[src/rtl/hpe_pkg.sv]
// ----------------------------------------------------------------------------
// hpe_pkg
// Shared types and constants of the Horner polynomial evaluator.
// ----------------------------------------------------------------------------
package hpe_pkg;

    // Q16.16 data word and coefficient count widths
    localparam int DATA_W  = 32;
    localparam int PROD_W  = 2 * DATA_W;
    localparam int COUNT_W = 3;
    localparam int INDEX_W = 3;

    // Coefficient registers in the register map
    localparam int NUM_COEF_REGS = 7;

    // Register indexes
    localparam logic [INDEX_W-1:0] REG_COEF_COUNT = 3'd0;
    localparam logic [INDEX_W-1:0] REG_COEF_0     = 3'd1;

    // Saturation limits
    localparam logic signed [DATA_W-1:0] Q_MAX = 32'sh7FFF_FFFF;
    localparam logic signed [DATA_W-1:0] Q_MIN = 32'sh8000_0000;

    // Data carried from cell to cell
    typedef struct packed {
        logic signed [DATA_W-1:0] x;
        logic signed [DATA_W-1:0] acc;
        logic                     ovf;
    } hpe_lane_t;

endpackage

[src/rtl/hpe_cell.sv]
// ----------------------------------------------------------------------------
// hpe_cell
// One Horner step: multiply the running value by x, then add one coefficient
// with saturation. Two register stages, with valid/ready between cells.
// ----------------------------------------------------------------------------
module hpe_cell #(
    parameter int COEF_IDX  = 0,
    parameter int FRAC_BITS = 16
) (
    input  logic                                clk,
    input  logic                                rst_n,
    input  logic [hpe_pkg::COUNT_W-1:0]         coef_count,
    input  logic signed [hpe_pkg::DATA_W-1:0]   coef,
    input  logic                                in_valid,
    output logic                                in_ready,
    input  hpe_pkg::hpe_lane_t                  lane_in,
    output logic                                out_valid,
    input  logic                                out_ready,
    output hpe_pkg::hpe_lane_t                  lane_out
);
    import hpe_pkg::*;

    // Count at which this cell loads its coefficient as the start value
    localparam logic [COUNT_W-1:0] LOAD_COUNT = COUNT_W'(COEF_IDX + 1);

    logic                     a_valid_reg;
    hpe_lane_t                a_lane_reg;
    logic signed [PROD_W-1:0] a_prod_reg;
    logic signed [PROD_W-1:0] prod;
    logic                     en_a;

    logic                     b_valid_reg;
    hpe_lane_t                b_lane_reg;
    hpe_lane_t                b_lane_next;
    logic                     en_b;

    logic signed [PROD_W-1:0] sum;
    logic                     pos_ovf;
    logic                     neg_ovf;

    // Advance a stage when it is empty or its successor advances
    assign en_b     = !b_valid_reg || out_ready;
    assign en_a     = !a_valid_reg || en_b;
    assign in_ready = en_a;

    // Stage A: full signed product of running value and x
    assign prod = lane_in.acc * lane_in.x;

    always_ff @(posedge clk or negedge rst_n)
    begin
        if (!rst_n)
        begin
            a_valid_reg <= 1'b0;
        end
        else if (en_a)
        begin
            a_valid_reg <= in_valid;
        end
    end

    always_ff @(posedge clk)
    begin
        if (en_a && in_valid)
        begin
            a_lane_reg <= lane_in;
            a_prod_reg <= prod;
        end
    end

    // Stage B: load the coefficient, or truncate, add coefficient, saturate; else pass through
    assign sum     = (a_prod_reg >>> FRAC_BITS) + PROD_W'(coef);
    assign pos_ovf = !sum[PROD_W-1] && (|sum[PROD_W-2:DATA_W-1]);
    assign neg_ovf = sum[PROD_W-1] && !(&sum[PROD_W-2:DATA_W-1]);

    always_comb
    begin
        b_lane_next = a_lane_reg;
        priority if (coef_count == LOAD_COUNT)
        begin
            b_lane_next.acc = coef;
        end
        else if (coef_count > LOAD_COUNT)
        begin
            if (pos_ovf)
            begin
                b_lane_next.acc = Q_MAX;
                b_lane_next.ovf = 1'b1;
            end
            else if (neg_ovf)
            begin
                b_lane_next.acc = Q_MIN;
                b_lane_next.ovf = 1'b1;
            end
            else
            begin
                b_lane_next.acc = sum[DATA_W-1:0];
            end
        end
        else
        begin
            b_lane_next = a_lane_reg;
        end
    end

    always_ff @(posedge clk or negedge rst_n)
    begin
        if (!rst_n)
        begin
            b_valid_reg <= 1'b0;
        end
        else if (en_b)
        begin
            b_valid_reg <= a_valid_reg;
        end
    end

    always_ff @(posedge clk)
    begin
        if (en_b && a_valid_reg)
        begin
            b_lane_reg <= b_lane_next;
        end
    end

    assign out_valid = b_valid_reg;
    assign lane_out  = b_lane_reg;

endmodule

[config.mk]
export PLATFORM = sky130hd
export DESIGN_NAME = hpe_cell
export DESIGN_NICKNAME = d
export VERILOG_FILES = /design/src/rtl/hpe_pkg.sv /design/src/rtl/hpe_cell.sv
export SDC_FILE = /design/constraint.sdc
export NUM_CORES = 2
export LEC_CHECK = 0
export BUFFER_PORTS_ARGS = -buffer_cell sky130_fd_sc_hd__buf_2
export CORE_MARGIN = 3
export CORE_UTILIZATION = 55
export DETAILED_ROUTE_END_ITERATION = 8
export PLACE_DENSITY = 0.79
export REMOVE_ABC_BUFFERS = 1
export SYNTH_ARGS = -nofsm -noshare
export SYNTH_HDL_FRONTEND = slang
export SYNTH_SLANG_ARGS = --single-unit
[constraint.sdc]
create_clock -name clk -period 9.4 [get_ports clk]
set_clock_uncertainty 0.1 [all_clocks]
set_input_delay 2.35 -clock clk [delete_from_list [all_inputs] [get_ports clk]]
set_output_delay 2.35 -clock clk [all_outputs]
set_load 0.1 [all_outputs]
==> flow_metrics.py <==
metrics = {
    "timing": {
        "hold_viol": 0,
        "final_max_slew_viol_count": 0,
        "tightest_slew_ps": 1100,
        "relSlewSlack_pct": 26.5,
        "fmax_mhz": 108,
        "setup_violations": 0,
        "period_share_pct": 98.8,
        "rsz0062_at_grt": "yes",
        "min_period_ps": 9280,
    },
    "placed_design": {
        "dp_cells": 5882,
        "port-buffer-count": 170,
        "hpwlAfterDp_mm": 107,
        "routabilityCongestion": 0.963,
    },
    "layout": {
        "layout_common_cells": "fa_1, inv_1, nand2_1, and2_1, buf_4",
        "fin_cells": 5920,
        "fillers": 5963,
        "final_nets": 6269,
        "final_layout_size_suffix_gt1_share_pct": 14.3,
        "area_growth_pct": 13.5,
        "post-route-util_pct": 63.6,
        "layout_commonest_cell": "fa_1",
    },
    "drt": {
        "num_vias": 33718,
        "dr_wl_met2_mm": 60.2,
        "highest_layer": "met5",
        "final_antenna_net_count": 0,
        "drt-met1-wl_mm": 47.6,
        "remaining_drc_errors": 0,
        "drt-initial-drc-count": 2809,
        "drtPass1Iterations": 5,
        "routed_wl_mm": 128,
        "wl_met3_mm": 13.0,
        "vias_per_cell": 5.70,
        "post_drt_wl_per_cell_um": 21.5,
    },
    "critical_path": {
        "crit_slowest_cell": "fa_2",
        "end_kind": "flop",
        "slowest_delay_ps": 570,
        "cp_num_buf_inv": 7,
        "cp.required_ps": 9530,
        "path_common_cell": "fa_1",
        "r2r_start": "a_prod_reg[16]",
        "crit_type": "in -> reg",
        "cp_max_fo": 12,
        "start_kind": "primary input",
        "crit_start": "lane_in[46]",
        "critPathTopFamily": "adder cells",
        "arrival_ps": 9420,
    },
    "logic_synthesis": {
        "yosysWarnings": 0,
        "postSynthCellCount": 4507,
        "async_flop_share_pct": 1.11,
        "synthMuxAreaShare_pct": 0.784,
        "syn_avg_cell_area_um2": 9.91,
        "synth_compound_area_share_pct": 5.47,
        "synth_area_um2": 44700,
        "synth-xor-area-share_pct": 1.92,
        "synth_top_family_by_area": "adder cells",
        "synth-edff-count": 178,
        "synth-adder-area-share_pct": 54.9,
        "ys_seq_area_share_pct": 12.1,
        "ys_ff_latch": 180,
        "synth_top_flop_cell": "edfxtp_1",
        "synthDistinctLibCells": 70,
        "synthSimpleGateAreaFrac_pct": 14.8,
    },
    "floorplan": {
        "die_w_um": 291,
        "core_area_um2": 79800,
        "io-pin-count": 171,
        "start_util_pct": 56.0,
        "die_h_um": 291,
        "fp-row-count": 103,
        "die-area_um2": 84700,
    },
    "clock_network": {
        "htreeDepth": 4,
        "numCtsBuffers": 17,
        "clk_pin_slew_worst_paths_ps": 80,
        "insertion_delay_ps": 500,
        "cts_tree": "done",
        "cts.path.max_buffers": 2,
        "root_buffer": "clkbuf_16",
        "cts.sinks": 180,
    },
    "grt": {
        "track_usage_pct": 30.9,
        "grt_start_max_net_pins": 72,
        "grt_pass1_wl_mm": 203,
        "grt_pass1_vias": 37347,
        "antenna_found_initial": 3,
        "grt.overflow.total": 0,
    },
    "run_status": {
        "outcome": "completed",
    },
    "min_path": {
        "hp-class": "reg -> reg",
        "min_from": "a_lane_reg[55]",
    },
    "flow_run": {
        "drv_cap": 0,
    },
}
-- Yosys cell counts, types with 10 or more instances --
| cell | instances | area (µm²) |
|---|---|---|
| a211o_1 | 18 | 158 |
| a211oi_1 | 16 | 120 |
| a21o_1 | 39 | 293 |
| a21oi_1 | 110 | 551 |
| a311o_1 | 20 | 200 |
| a31oi_1 | 15 | 93.8 |
| and2_1 | 520 | 3250 |
| and3_1 | 10 | 62.6 |
| buf_2 | 10 | 50.1 |
| clkbuf_1 | 215 | 807 |
| edfxtp_1 | 178 | 5350 |
| fa_1 | 1082 | 21700 |
| ha_1 | 228 | 2850 |
| inv_1 | 957 | 3590 |
| mux2i_1 | 35 | 350 |
| nand2_1 | 554 | 2080 |
| nand2b_1 | 18 | 113 |
| nand3_1 | 19 | 95.1 |
| nand4_1 | 25 | 156 |
| nor2_1 | 109 | 409 |
| nor3_1 | 18 | 90.1 |
| o21a_1 | 11 | 82.6 |
| o21ai_0 | 55 | 275 |
| o21bai_1 | 16 | 120 |
| or3_1 | 12 | 75.1 |
| xnor2_1 | 61 | 534 |
| xor2_1 | 37 | 324 |
-- timing repair --
| action | in CTS | in global routing |
|---|---|---|
| endpoints found under the setup margin | 15 | 21 |
| gates resized for setup | 68 | 173 |
| setup buffers | 1 | 4 |
| hold buffers | 0 | 0 |
| pin swaps | 15 | 59 |
-- logic make-up (layout without fill, tap and decap cells) --
logic type      after synthesis  count (layout)
simple gates               1324            1324
flops                       180             180
xor+xnor                     98              98
fa+ha+maj                  1310            1310
mux                          35              35
buf+inv                    1192            1553
other cells                   0               2
compound gates              368             368
-- final timing paths --
path | to | slack (ps) | cells past startpoint
worst max-delay path | a_prod_reg[57] | 120 | 27
worst min register to register | lane_out[55] | 320 | 0
min in group asynchronous | out_valid | 1540 | 1
max in group asynchronous | a_valid_reg | 7560 | 1
worst min-delay path | lane_out[55] | 320 | 0
worst max register to register | lane_out[15] | 4010 | 14
-- per-layer routing --
layer  track usage (%)  vias up
met5                 0        -
met4              13.8        4
met3              7.18      370
met2              49.9     1779
met1              39.9    17300
li1                  -    14265
-- cell type report --
| class | count | area (µm²) | area share [%] |
|---|---|---|---|
| Sequential cell | 180 | 5400 | 10.6 |
| Clock buffer | 18 | 429 | 0.846 |
| Antenna cell | 2 | 5.00 | 0.00987 |
| Tap cell | 1050 | 1310 | 2.59 |
| Multi-Input combinational cell | 3135 | 35300 | 69.6 |
| Inverter | 958 | 3600 | 7.10 |
| Timing Repair Buffer | 563 | 4540 | 8.94 |
| Clock inverter | 14 | 164 | 0.323 |
-- per-stage QoR --
stage          cell area [µm²]  TNS [ps]  setup WS [ps]  hold slack, ps
2_1_floorplan            43800      -278           -199             300
4_1_cts                  50000         0           1.35             320
6_report                 50700         0            116             322
3_3_place_gp             49200    -12440           -899             301
3_5_place_dp             49200    -15850           -963             305
5_1_grt                  50700      -220           -101             330
Power is not shown: default switching activity piles up to over one toggle a cycle in this logic, so the estimate is an artifact.
